===== config.mk =====
export PLATFORM = sky130hd
export DESIGN_NAME = nwc_alu
export DESIGN_NICKNAME = d
export VERILOG_FILES = /design/src/design/nwc_pkg.sv /design/src/design/nwc_alu.sv
export SDC_FILE = /design/constraint.sdc
export NUM_CORES = 1
export LEC_CHECK = 0
export ABC_CLOCK_PERIOD_IN_PS = 10680
export BUFFER_PORTS_ARGS = -buffer_cell sky130_fd_sc_hd__buf_2
export CAP_MARGIN = 25
export CORE_MARGIN = 3
export CORE_UTILIZATION = 45
export DETAILED_ROUTE_END_ITERATION = 7
export GPL_ROUTABILITY_DRIVEN = 0
export PLACE_DENSITY = 0.75
export SLEW_MARGIN = 10
export SYNTH_ARGS = -nofsm -noshare
export SYNTH_HDL_FRONTEND = slang
export SYNTH_SLANG_ARGS = --single-unit
export TNS_END_PERCENT = 20

===== constraint.sdc =====
create_clock -name vclk -period 10.68
set_clock_uncertainty 0.1 [all_clocks]
set_input_delay 0 -clock vclk [all_inputs]
set_output_delay 0 -clock vclk [all_outputs]
set_load 0.005 [all_outputs]

===== src/design/nwc_pkg.sv =====
`default_nettype none

package nwc_pkg;

    localparam int MAX_WINDOW_DEF = 7;

    localparam int INDEX_W  = 9;
    localparam int WEIGHT_W = 16;
    localparam int SAMPLE_W = 16;
    localparam int WSUM_W   = 41;
    localparam int WTOT_W   = 24;
    localparam int ALU_W    = WSUM_W + 1;

    // one step per multiplier bit, one step per dividend bit
    localparam int MUL_STEPS = WEIGHT_W;
    localparam int DIV_STEPS = WSUM_W;
    localparam int CNT_W     = $clog2(DIV_STEPS);

    localparam logic KIND_LOAD   = 1'b0;
    localparam logic KIND_SAMPLE = 1'b1;

    localparam logic [SAMPLE_W-1:0] SAT_MAX = 16'h7FFF;
    localparam logic [SAMPLE_W-1:0] SAT_MIN = 16'h8000;

    typedef enum logic [2:0] {
        ST_IDLE,
        ST_FETCH,
        ST_MUL,
        ST_ABS,
        ST_DIV,
        ST_OUT
    } t_state;

    typedef enum logic {
        ALU_ADD,
        ALU_SUB
    } t_alu_op;

    typedef struct packed {
        logic sample_go;
        logic fetch_mul;
        logic last;
        logic wtot_zero;
        logic out_free;
    } t_status;

    typedef struct packed {
        logic ready;
        logic fetch;
        logic mul_step;
        logic abs_load;
        logic div_step;
        logic out_load;
    } t_ctrl;

endpackage

`default_nettype wire


===== src/design/nwc_alu.sv =====
`default_nettype none

module nwc_alu (
    input  wire logic [nwc_pkg::ALU_W-1:0] i_a,
    input  wire logic [nwc_pkg::ALU_W-1:0] i_b,
    input  wire nwc_pkg::t_alu_op          i_op,
    output logic      [nwc_pkg::ALU_W-1:0] o_y
);

    always_comb begin
        case (i_op)
            nwc_pkg::ALU_ADD: o_y = i_a + i_b;
            nwc_pkg::ALU_SUB: o_y = i_a - i_b;
            default:          o_y = i_a + i_b;
        endcase
    end

endmodule

`default_nettype wire


Word-level counts from Yosys, hierarchy flattened:

Cells that the tools add are included.
W data, S select, Z words.

* bits in registers: 0
* latch bits: 0
* bits in writable memories: 0
* bits in read-only memories: 0
* input port bits: 85
* output and inout bits: 42
* logic and storage cells: 4
* memories kept: 0

* add/sub/neg operators: 2
* multiply operators: 0
* divide/modulo/power cells: 0
* magnitude comparators: 0
* equality and inequality tests: 0
* shifts and indexed selects: 0
* mux-type cells: 1
* bitwise operators: 1
* reductions and logical operators: 0

Operators with widths (count)
* $pmux W42 S2: 1
* $add A42 B42 Y42: 1
* $sub A42 B42 Y42: 1
* $not A1 Y1: 1

Logic depth before layout (Yosys ltp):

* depth after elaboration: 2
* gate-level depth with buffers: 19
* depth with buffers taken out: 18

Worst setup path after synthesis:

No wires, ideal clock.

* path kind: input port to output port
* from: input port i_b[5] (netlist bit)
* to: output port o_y[40] (netlist bit)
* data arrival time: 3.335 ns
* required time: 10.580 ns
* path slack: 7.245 ns
* stages on the path: 17
* path buffers: 1
* cell sequence: nor4_4 -> nor3b_1 -> nand2_1 -> nor2_1 -> a31o_2 -> o21ai_0 -> xnor2_1 -> ha_1 -> clkbuf_1 -> nand4_1 -> o21ba_2 -> o211ai_1 -> a31oi_1 -> a21oi_1 -> o41ai_1 -> o22ai_1 -> xnor2_1

* cells in the longest elaborated chain, start to end: 2
* elaborated cells on any way between the ends: 3
* those cells by class: add/sub: 2; mux: 1

Ends and longest elaborated chain
* start, declared: line nwc_alu.sv:5 `input wire logic [nwc_pkg::ALU_W-1:0] i_b,`
* $sub A42 B42 Y42 / $add A42 B42 Y42 (equally long branches)
* $pmux W42 S2 (*): line nwc_alu.sv:11 `case (i_op)`
* end, declared: line nwc_alu.sv:7 `output logic [nwc_pkg::ALU_W-1:0] o_y`

Mark *: on every way between the ends. The rest lies on a longest branch, timed or not.

Final worst setup path:

* from: input port i_b[9] (netlist bit)
* to: output port o_y[40] (netlist bit)

The elaborated chain is that of the path after synthesis.

==> out/qor.yml <==
drt:
  detailedRoute.firstIterationViolations: 246
  routed-via-count: 3845
  firstDrtPassIters: 7
  avgViaCountPerCell: 5.64
  drtAntennaViolNets: 0
  detail_route.drc_violations: 0
  route.final.wire_length_mm: 9.64
  wl_per_cell_um: 14.1
grt:
  grt.met2_usage_pct: 38.6
  wire_length_of_the_first_global_routing_pass_mm: 15.7
  maximum_number_of_pins_on_one_net_before_global_route_repair: 43
  grt_util_all_layers_pct: 22.1
  top_usage_layer: "met2"
  via_count_of_the_first_global_routing_pass: 3602
  groute.layer.met1.usage_pct: 28.9
  groute.layer.met3.usage_pct: 2.08
  grt-ovfl-total: 0
  antenna_found_initial: 0
floorplan:
  die_h_um: 90.3
  io-pin-count: 127
  core_area_um2: 6830
  dieArea_um2: 8150
  placementRows: 30
  start_util_pct: 46.8
  die_w_um: 90.3
logic_synthesis:
  area_fraction_in_compound_gates_after_synthesis_pct: 31.1
  yosys_warnings: 0
  synth_top_family_by_area: "compound AO/OA/AOI/OAI gates"
  yosysTopAreaCell: "sky130_fd_sc_hd__xnor2_1"
  synthAdderAreaFrac_pct: 17.1
  yosys-top-cells-area: "sky130_fd_sc_hd__xnor2_1 (17%), sky130_fd_sc_hd__ha_1 (16%), sky130_fd_sc_hd__a21oi_1 (12%), sky130_fd_sc_hd__nor2_1 (5.5%), sky130_fd_sc_hd__xor2_1 (5.2%)"
  ys_types: 50
  synth_area_per_cell_um2: 6.69
  synth_simple_gate_area_share_pct: 24.7
  synthesis.instances: 478
  synthMuxAreaShare_pct: 0.313
  synth.yosys.seq_area_share_pct: 0
  mapped_area_um2: 3200
  yosys.area.top_type_share_pct: 17.0
  yosys.area_share.xor_xnor_pct: 22.2
  synth.net_count: 606
layout:
  antennaDiodeCount: 0
  final_common_cell: "sky130_fd_sc_hd__buf_2"
  seqCellArea_um2: 0
  final_cell_mix: "sky130_fd_sc_hd__buf_2 (127), sky130_fd_sc_hd__a21oi_1 (74), sky130_fd_sc_hd__xnor2_1 (62)"
  clkbuf_count: 0
  area_growth_syn_to_layout_pct: 21.4
  post-route-cell-area_um2: 3880
  design.seq.count: 0
  post_route_cells_drive_above_1_share_pct: 23.9
  num-nets-final: 716
power_and_ir_drop:
  power.ir.vdd_worst_mv: 0.0492
  power_leakage_uw: 0.00183
  cellPowerDensity_nw_per_um2: 86.0
  clock_power_share_pct: 0
  combinational_power_share_pct: 100.0
  total_switching_power_uw: 181
  seqPwrFrac_pct: 0
  internal_power_uw: 152
  switching_share_pct: 54.4
sta:
  timing.slew.headroom_pct: 56.9
  maxSlewViolCount: 0
  final.setup.tns_ns: 0
  report.final.hold_viol_count: 0
  setup_viol: 0
  max_freq_mhz: 233
  final_period_util_pct: 40.1
  timing.final.crit_period_ns: 4.28
  rsz0062_at_grt: "false"
  worst-slew-pin-transition_ns: 0.646
run_status:
  run_status: "complete, no violations"
cts:
  cts_setup_buffers: 0
  cts_hold_buffers: 0
  cts_resized: 0
critical_path:
  timing.setup.critical_path_class: "in2out"
  critical_path.endpoint_type: "output port"
  critical_path_required_ns: 10.58
  critPathLaunchType: "input port"
  worst-path-max-fanout: 6
  timing.critical_path.arrival_ns: 4.18
place:
  dpl-instance-area_um2: 3880
  place.detailed.hpwl_mm: 8.42
  placement.io_buffers: 127
run:
  drv.max_cap_violation_count: 0
hold_path:
  hold_class: "in2out"
-- per-stage QoR --
step	hold slack [ns]	instances	worst slack (ns)	power (uW)	utilization, %
2_1_floorplan	0.0313	478	7.25	218	-
6_report	0.272	682	6.40	334	56.8
5_1_grt	0.303	682	6.09	370	56.8
4_1_cts	0.279	682	6.44	332	56.8
3_5_place_dp	0.278	682	6.45	331	56.8
3_3_place_gp	0.270	682	6.57	326	56.8
-- worst paths after layout --
path                  startpoint      end  slack (ns)  cells after the start
worst max-delay path      i_b[9]  o_y[40]        6.40                     18
worst min-delay path      i_b[0]   o_y[0]        0.27                      4
-- Yosys cell counts (10+ instances only) --
master and number:
sky130_fd_sc_hd__nand2b_1 10, sky130_fd_sc_hd__nor3_1 12, sky130_fd_sc_hd__clkbuf_1 18, sky130_fd_sc_hd__xor2_1 19
sky130_fd_sc_hd__xnor2_1 62, sky130_fd_sc_hd__nor2_1 47, sky130_fd_sc_hd__nand2_1 30, sky130_fd_sc_hd__o21ai_0 29
sky130_fd_sc_hd__a21o_1 20, sky130_fd_sc_hd__a21oi_1 74, sky130_fd_sc_hd__inv_1 20, sky130_fd_sc_hd__nand3_1 13
sky130_fd_sc_hd__nand4_1 10, sky130_fd_sc_hd__ha_1 42
-- worst max-delay path: stages --
cell,delay (ns)
sky130_fd_sc_hd__buf_2,0.12
sky130_fd_sc_hd__nor3_1,0.30
sky130_fd_sc_hd__nand2b_1,0.18
sky130_fd_sc_hd__nor4_2,0.31
sky130_fd_sc_hd__and4b_4,0.34
sky130_fd_sc_hd__nor3b_4,0.22
sky130_fd_sc_hd__nor2_1,0.07
sky130_fd_sc_hd__xnor2_1,0.16
sky130_fd_sc_hd__ha_1,0.39
sky130_fd_sc_hd__a21oi_1,0.10
sky130_fd_sc_hd__o21ai_0,0.34
sky130_fd_sc_hd__o211ai_1,0.15
sky130_fd_sc_hd__a31oi_1,0.29
sky130_fd_sc_hd__a21oi_1,0.16
sky130_fd_sc_hd__o41ai_1,0.57
sky130_fd_sc_hd__o22ai_1,0.17
sky130_fd_sc_hd__xnor2_1,0.16
sky130_fd_sc_hd__buf_2,0.13
-- layer usage --
layer / part of all wire [%] / routed length (um) / vias up
met1: 44 / 4220 / 1706
met4: 2.9 / 278 / 0
li1: - / - / 1941
met2: 47 / 4530 / 170
met3: 6.3 / 612 / 28
met5: 0 / 0 / -
-- logic make-up after synthesis --
group,count (synthesis)
multiplexers,1
AO/OA/AOI/OAI,163
buffers and inverters,39
AND/OR/NAND/NOR,151
adder cells (fa/ha/maj),43
XOR/XNOR,81
-- cell type report --
type | instances | area (um^2)
multi-input cells | 439 | 3050
fillers | 716 | 2950
well taps | 96 | 120
inverters | 20 | 75.1
repair buffers | 127 | 636
-- power groups by stage --
stage / sequential (uW) / combinational, uW / clock [uW]
finish: 0 / 334 / 0
CTS: 0 / 332 / 0
floorplan: 0 / 218 / 0
global placement: 0 / 326 / 0
detailed placement: 0 / 331 / 0
global route: 0 / 370 / 0
No activity file was read; power rests on OpenSTA's default activity.
