--- config.mk ---
export PLATFORM = sky130hd
export DESIGN_NAME = nwc_seq
export DESIGN_NICKNAME = d
export VERILOG_FILES = /design/src/design/nwc_pkg.sv /design/src/design/nwc_seq.sv
export SDC_FILE = /design/constraint.sdc
export NUM_CORES = 1
export LEC_CHECK = 0
export BUFFER_PORTS_ARGS = -buffer_cell sky130_fd_sc_hd__buf_2
export CAP_MARGIN = 15
export CORE_AREA = 2 2 39 41
export CTS_CLUSTER_DIAMETER = 80
export CTS_CLUSTER_SIZE = 14
export DETAILED_ROUTE_END_ITERATION = 12
export DIE_AREA = 0 0 41 43
export PLACE_DENSITY = 0.67
export SETUP_SLACK_MARGIN = 0.05
export SKIP_CTS_REPAIR_TIMING = 1
export SYNTH_ARGS = -nofsm -noshare
export SYNTH_HDL_FRONTEND = slang
export SYNTH_SLANG_ARGS = --single-unit
--- constraint.sdc ---
create_clock -name i_clk -period 1.75 [get_ports i_clk]
set_input_delay 0.35 -clock i_clk [delete_from_list [all_inputs] [get_ports i_clk]]
set_output_delay 0.35 -clock i_clk [all_outputs]
set_load 0.01 [all_outputs]
--- src/design/nwc_pkg.sv ---
`default_nettype none

package nwc_pkg;

    localparam int MAX_WINDOW_DEF = 7;

    localparam int INDEX_W  = 9;
    localparam int WEIGHT_W = 16;
    localparam int SAMPLE_W = 16;
    localparam int WSUM_W   = 41;
    localparam int WTOT_W   = 24;
    localparam int ALU_W    = WSUM_W + 1;

    // one step per multiplier bit, one step per dividend bit
    localparam int MUL_STEPS = WEIGHT_W;
    localparam int DIV_STEPS = WSUM_W;
    localparam int CNT_W     = $clog2(DIV_STEPS);

    localparam logic KIND_LOAD   = 1'b0;
    localparam logic KIND_SAMPLE = 1'b1;

    localparam logic [SAMPLE_W-1:0] SAT_MAX = 16'h7FFF;
    localparam logic [SAMPLE_W-1:0] SAT_MIN = 16'h8000;

    typedef enum logic [2:0] {
        ST_IDLE,
        ST_FETCH,
        ST_MUL,
        ST_ABS,
        ST_DIV,
        ST_OUT
    } t_state;

    typedef enum logic {
        ALU_ADD,
        ALU_SUB
    } t_alu_op;

    typedef struct packed {
        logic sample_go;
        logic fetch_mul;
        logic last;
        logic wtot_zero;
        logic out_free;
    } t_status;

    typedef struct packed {
        logic ready;
        logic fetch;
        logic mul_step;
        logic abs_load;
        logic div_step;
        logic out_load;
    } t_ctrl;

endpackage

`default_nettype wire

--- src/design/nwc_seq.sv ---
`default_nettype none

module nwc_seq (
    input  wire logic             i_clk,
    input  wire logic             i_rst_n,
    input  wire nwc_pkg::t_status i_status,
    output nwc_pkg::t_ctrl        o_ctrl
);

    nwc_pkg::t_state                r_state;
    nwc_pkg::t_state                n_state;
    logic [nwc_pkg::CNT_W-1:0]      r_cnt;
    logic [nwc_pkg::CNT_W-1:0]      n_cnt;
    logic                           w_mul_done;
    logic                           w_div_done;

    assign w_mul_done = (r_cnt == nwc_pkg::CNT_W'(nwc_pkg::MUL_STEPS - 1));
    assign w_div_done = (r_cnt == nwc_pkg::CNT_W'(nwc_pkg::DIV_STEPS - 1));

    always_ff @(posedge i_clk) begin
        if (!i_rst_n) begin
            r_state <= nwc_pkg::ST_IDLE;
            r_cnt   <= '0;
        end else begin
            r_state <= n_state;
            r_cnt   <= n_cnt;
        end
    end

    always_comb begin
        n_state = r_state;
        case (r_state)
            nwc_pkg::ST_IDLE: begin
                if (i_status.sample_go) n_state = nwc_pkg::ST_FETCH;
            end
            nwc_pkg::ST_FETCH: begin
                if (i_status.fetch_mul) n_state = nwc_pkg::ST_MUL;
                else if (i_status.last) n_state = nwc_pkg::ST_ABS;
                else                    n_state = nwc_pkg::ST_IDLE;
            end
            nwc_pkg::ST_MUL: begin
                if (w_mul_done) begin
                    n_state = i_status.last ? nwc_pkg::ST_ABS : nwc_pkg::ST_IDLE;
                end
            end
            nwc_pkg::ST_ABS: begin
                // empty coverage skips the divide
                n_state = i_status.wtot_zero ? nwc_pkg::ST_OUT : nwc_pkg::ST_DIV;
            end
            nwc_pkg::ST_DIV: begin
                if (w_div_done) n_state = nwc_pkg::ST_OUT;
            end
            nwc_pkg::ST_OUT: begin
                if (i_status.out_free) n_state = nwc_pkg::ST_IDLE;
            end
            default: n_state = nwc_pkg::ST_IDLE;
        endcase
    end

    always_comb begin
        case (r_state)
            nwc_pkg::ST_MUL: n_cnt = w_mul_done ? '0 : r_cnt + 1'b1;
            nwc_pkg::ST_DIV: n_cnt = w_div_done ? '0 : r_cnt + 1'b1;
            default:         n_cnt = '0;
        endcase
    end

    always_comb begin
        o_ctrl = '0;
        case (r_state)
            nwc_pkg::ST_IDLE:  o_ctrl.ready    = 1'b1;
            nwc_pkg::ST_FETCH: o_ctrl.fetch    = 1'b1;
            nwc_pkg::ST_MUL:   o_ctrl.mul_step = 1'b1;
            nwc_pkg::ST_ABS:   o_ctrl.abs_load = 1'b1;
            nwc_pkg::ST_DIV:   o_ctrl.div_step = 1'b1;
            nwc_pkg::ST_OUT:   o_ctrl.out_load = i_status.out_free;
            default:           o_ctrl = '0;
        endcase
    end

endmodule

`default_nettype wire
## After elaboration in Yosys (flattened, before gate mapping)

Index checks and enable logic that the tools add are counted.

| word-level totals | value |
|---|---|
| register bits after elaboration | 9 |
| latch bits | 0 |
| memory bits (writable) | 0 |
| bits in read-only memories | 0 |
| input port bits | 7 |
| output and inout port bits | 6 |
| word-level logic and storage cells | 33 |
| memories kept | 0 |

| operators by class | value |
|---|---|
| add/subtract/negate cells | 1 |
| multiply operators | 0 |
| divide/modulo/power cells | 0 |
| $lt $le $gt $ge | 0 |
| equal/unequal tests | 11 |
| shift-type cells | 0 |
| mux-type cells | 17 |
| bitwise logic cells | 0 |
| reductions and logical operators | 2 |

Operator list:

| cell | count |
|---|---|
| $pmux W3 S6 | 1 |
| $mux W3 | 4 |
| $mux W6 | 2 |
| $pmux W6 S2 | 1 |
| $ne A2 B2 Y1 const B | 4 |
| $mux W1 | 7 |
| $add A6 B1 Y6 const B | 1 |
| $eq A3 B2 Y1 const B | 2 |
| $eq A3 B3 Y1 const B | 2 |
| $eq A6 B4 Y1 const B | 1 |
| $eq A6 B6 Y1 const B | 1 |
| $mux W2 | 2 |
| $reduce_and A4 Y1 | 1 |
| $eq A3 B1 Y1 const B | 1 |
| $logic_not A3 Y1 | 1 |

## Logic depth before layout (Yosys ltp)

| logic depth | value |
|---|---|
| word-level depth | 3 |
| mapped depth | 6 |
| depth with buffers taken out | 6 |

## Worst setup path before layout

OpenSTA, ideal clock, no wires.

| timing path | value |
|---|---|
| path type | register -> register |
| start | register r_cnt[0] in the netlist's numbering |
| end | register r_state[0] |
| setup time | 0.119 ns |
| arrival time | 1.245 ns |
| data required time | 1.631 ns |
| slack | 0.387 ns |
| cell stages (with the launch flop) | 6 |
| path buffers | 0 |
| period minus slack after synthesis | 1.363 ns |
| cell sequence | dfxtp_1 -> ha_1 -> nand3_1 -> nor4b_1 -> o32a_1 -> o221a_1 |

| between the ends | value |
|---|---|
| cells in the longest elaborated chain, start to end | 3 |
| elaborated cells between the ends (all ways) | 5 |
| classes of those cells | eq/ne: 4; reduce/logical: 1 |

RTL lines:

| element | RTL line | RTL |
|---|---|---|
| start: declaration | nwc_seq.sv:12 | `logic [nwc_pkg::CNT_W-1:0] r_cnt;` |
| start signal: assignment | nwc_seq.sv:26 | `r_cnt <= n_cnt;` |
| $eq A6 B6 Y1 / $eq A6 B4 Y1 (equally long branches) | nwc_seq.sv:18, nwc_seq.sv:17 |  |
| $ne A2 B2 Y1 (no line) | -- |  |
| $reduce_and A4 Y1 (no line) (*) | -- |  |
| end signal: assignment | nwc_seq.sv:22 | `r_state <= nwc_pkg::ST_IDLE;` |
| end signal: assignment | nwc_seq.sv:25 | `r_state <= n_state;` |
| end: declaration | nwc_seq.sv:10 | `nwc_pkg::t_state r_state;` |

Mark *: on every way between the ends. The rest lies on a longest branch, timed or not.
A chain may end at the register's enable or synchronous reset.

==> impl_metrics.py <==
metrics = {
    "outcome": {
        "run_status": "finished, final reports clean",
    },
    "cts": {
        "cts_buffer_depth": 2,
        "clkLatencyLatePin_ns": 0.27,
        "tritoncts.num_buffers": 3,
        "cts_num_sinks": 9,
        "h-tree-depth": 1,
        "cts.root.buffer_cell": "clkbuf_4",
        "path_clk_slew_ns": 0.07,
        "tritoncts": "built",
    },
    "grt": {
        "globalRoute.totalOverflow": 0,
        "antenna_found_initial": 0,
        "wire_length_of_the_first_global_routing_pass_mm": 1.74,
        "via_count_of_the_first_global_routing_pass": 433,
        "grt.total_usage": 0.147,
        "largest_net_degree_at_the_start_of_global_routing": 13,
    },
    "pwr": {
        "clock_power_share": 0.349,
        "power_frac_comb": 0.175,
        "vdd_ir_drop_max_uv": 332,
        "leakage_nw": 0.265,
        "power.total_w": 0.000495,
        "p_sw_frac": 0.291,
        "p_per_area_nw_per_um2": 798,
        "power.net_switching_w": 0.000144,
        "share_of_power_burned_in_registers": 0.476,
        "power_internal_w": 0.000351,
    },
    "setup_path": {
        "timing.critical_path.to_type": "primary output",
        "timing.critical_path.max_delay_family": "flip-flops",
        "path_max_fanout": 12,
        "timing.reg2reg.setup_slack_ns": 0.26,
        "timing.critical_path.slowest_stage_cell": "dfxtp_2",
        "cp.required_ns": 1.40,
        "rr_startpoint": "r_cnt[0]",
        "critPathKind": "flip-flop to primary output",
        "cp_cell_sequence": "nor3b_1 > buf_2",
        "worst_ep_arrival_time_ns": 1.23,
        "crit_start": "r_state[1]",
        "type_of_element_launching_the_critical_path": "flip-flop",
        "critical_path.n_buffers_inverters": 1,
        "crit_path_max_incr_delay_ns": 0.43,
    },
    "yosys": {
        "yosys.area.top_type": "dfxtp_1",
        "synthCells": 60,
        "syn-num-nets": 69,
        "ys.warnings.count": 0,
        "synthesis.area_um2": 527,
        "yosysSeqAreaShare": 0.342,
        "dominant_cells_by_area_after_synthesis": "dfxtp_1 (34%), nor2_1 (6.4%), xor2_1 (5.0%), ha_1 (4.8%), nor3b_1 (4.3%)",
        "yosys_register_bits": 9,
        "synthDominantCellAreaShare": 0.342,
        "ys_types": 29,
        "synth_area_per_cell_um2": 8.78,
    },
    "die": {
        "design.core.area_um2": 1380,
        "die_height_um": 43,
        "start_util": 0.381,
        "rows": 14,
        "die-area_um2": 1760,
        "floorplan.io_pins": 13,
        "die_x_um": 41,
    },
    "sta": {
        "final_max_slew_violation_count": 0,
        "timing.final.crit_share": 0.903,
        "grt_setup_unrepaired": "false",
        "final-setup-viol-count": 0,
        "timing.final.crit_period_ns": 1.58,
        "hold_violations": 0,
        "timing_worst_slew_pin_value_ns": 0.326,
        "clock-skew-final_ns": 0.00388,
        "max_freq_mhz": 633,
        "timing.setup.tns_ns": 0,
        "timing.max_slew.rel_slack": 0.780,
    },
    "finish": {
        "final_cell_area_um2": 621,
        "drive_above_1_share": 0.270,
        "n_fill_cell": 144,
        "syn2layout_area_growth_pct": 17.8,
        "antenna_cells_inserted": 0,
        "nets": 84,
    },
    "route": {
        "detail_route.vias_per_cell": 5.36,
        "drtPass1Iterations": 4,
        "detail_route.drc_violations": 0,
        "via_count": 482,
        "first_iter_violations": 10,
        "route.antenna.remaining_nets": 0,
        "drt_wl_total_mm": 1.11,
        "routedWlPerCell_um": 12.4,
    },
    "placed_design": {
        "dp.final_hpwl_um": 793,
        "port_buffers": 12,
        "placed_area_um2": 591,
        "last_weighted_congestion_value_of_the_routability_driven_placer": 0.759,
    },
    "worst_hold_path": {
        "worstHoldPathType": "input port to flip-flop",
        "hold_path_startpoint": "i_rst_n",
    },
    "run": {
        "cap_violations": 0,
    },
}
## worst paths after layout
kind                      to  cells past startpoint
setup / recovery   o_ctrl[3]                      2
hold / removal    r_state[2]                      2
setup reg to reg  r_state[0]                      5
hold reg to reg     r_cnt[0]                      1
## sequential cells by signal, summed over array words and instances, names as in the netlist
name,count
r_state,3
r_cnt,6
## worst register-to-register path: stages, from the launching register on
cell and delay [ns]:
dfxtp_1 0.34, ha_1 0.23, nand3_1 0.17, nor4b_1 0.08
o32a_1 0.34, o221a_1 0.22
## layout by cell type (no fill, tap or decap), drive strengths merged, types with 2 or more instances in the layout
| cell | Yosys | routed |
|---|---|---|
| o21a | 2 | 2 |
| inv | 3 | 3 |
| nand3 | 2 | 2 |
| ha | 2 | 2 |
| nor2 | 9 | 9 |
| clkbuf | 0 | 4 |
| nand2 | 2 | 2 |
| xor2 | 3 | 3 |
| dfxtp | 9 | 9 |
| nor3b | 3 | 3 |
| buf | 2 | 12 |
| nor4b | 2 | 2 |
| nor2b | 3 | 3 |
| a21oi | 2 | 2 |
| nand2b | 2 | 2 |
## cells in the mapped netlist
cell      number
a211o_1        1
nor2_1         9
o41ai_1        1
nor4b_1        2
nor3b_1        3
o21a_1         2
nand2_1        2
nor2b_1        3
nand4b_1       1
o21ai_2        1
and2_4         1
dfxtp_1        9
buf_6          1
o22ai_1        1
inv_1          3
o211a_1        1
ha_1           2
buf_2          1
xor2_1         3
nand2b_1       2
and3b_1        1
o221a_1        1
a21oi_1        2
xnor2_1        1
o31a_1         1
or2b_1         1
o32a_1         1
nand3_1        2
nor3_1         1
## logic make-up after synthesis
family | synth area share
and+or+nand+nor | 0.306
AOI/OAI and AO/OA | 0.185
DFF | 0.342
buffers and inverters | 0.0522
xor gates and xnor gates | 0.0665
adders and majority gates | 0.0475
## layer usage
layer  track usage  up-vias  routed length (um)
met3        0.0628        3                  65
met5             0        -                   0
met1         0.179      219                 504
met4        0.0800        0                  17
met2         0.209       18                 525
li1              -      242                   -
## final cells by class
type | count | area (um^2) | share of cell area
sequential | 9 | 184 | 0.296
clock buffer | 4 | 26.3 | 0.0423
inverter | 3 | 11.3 | 0.0181
tap | 16 | 20.0 | 0.0323
multi-input combinational | 46 | 319 | 0.514
timing repair buffer | 12 | 60.1 | 0.0968
## power groups by stage
| stage | registers [W] | clock network [W] | logic [W] |
|---|---|---|---|
| detailed placement | 0.000239 | 0 | 0.0000874 |
| CTS | 0.000234 | 0.000170 | 0.0000878 |
| finish | 0.000236 | 0.000173 | 0.0000869 |
| floorplan | 0.000224 | 0 | 0.0000778 |
| global placement | 0.000237 | 0 | 0.0000862 |
| global route | 0.000239 | 0.000184 | 0.000100 |
## through the flow
stage | hold slack (ns) | setup WS, ns | util | instances
final | 0.348 | 0.170 | 0.448 | 90
after global routing | 0.358 | 0.119 | 0.448 | 90
after CTS | 0.362 | 0.0730 | 0.446 | 90
after detailed placement | 0.454 | 0.274 | 0.427 | 86
after global placement | 0.443 | 0.300 | 0.427 | 86
after floorplan | 0.430 | 0.387 | - | 60
Note: power is estimated with default switching activity, not from simulation.
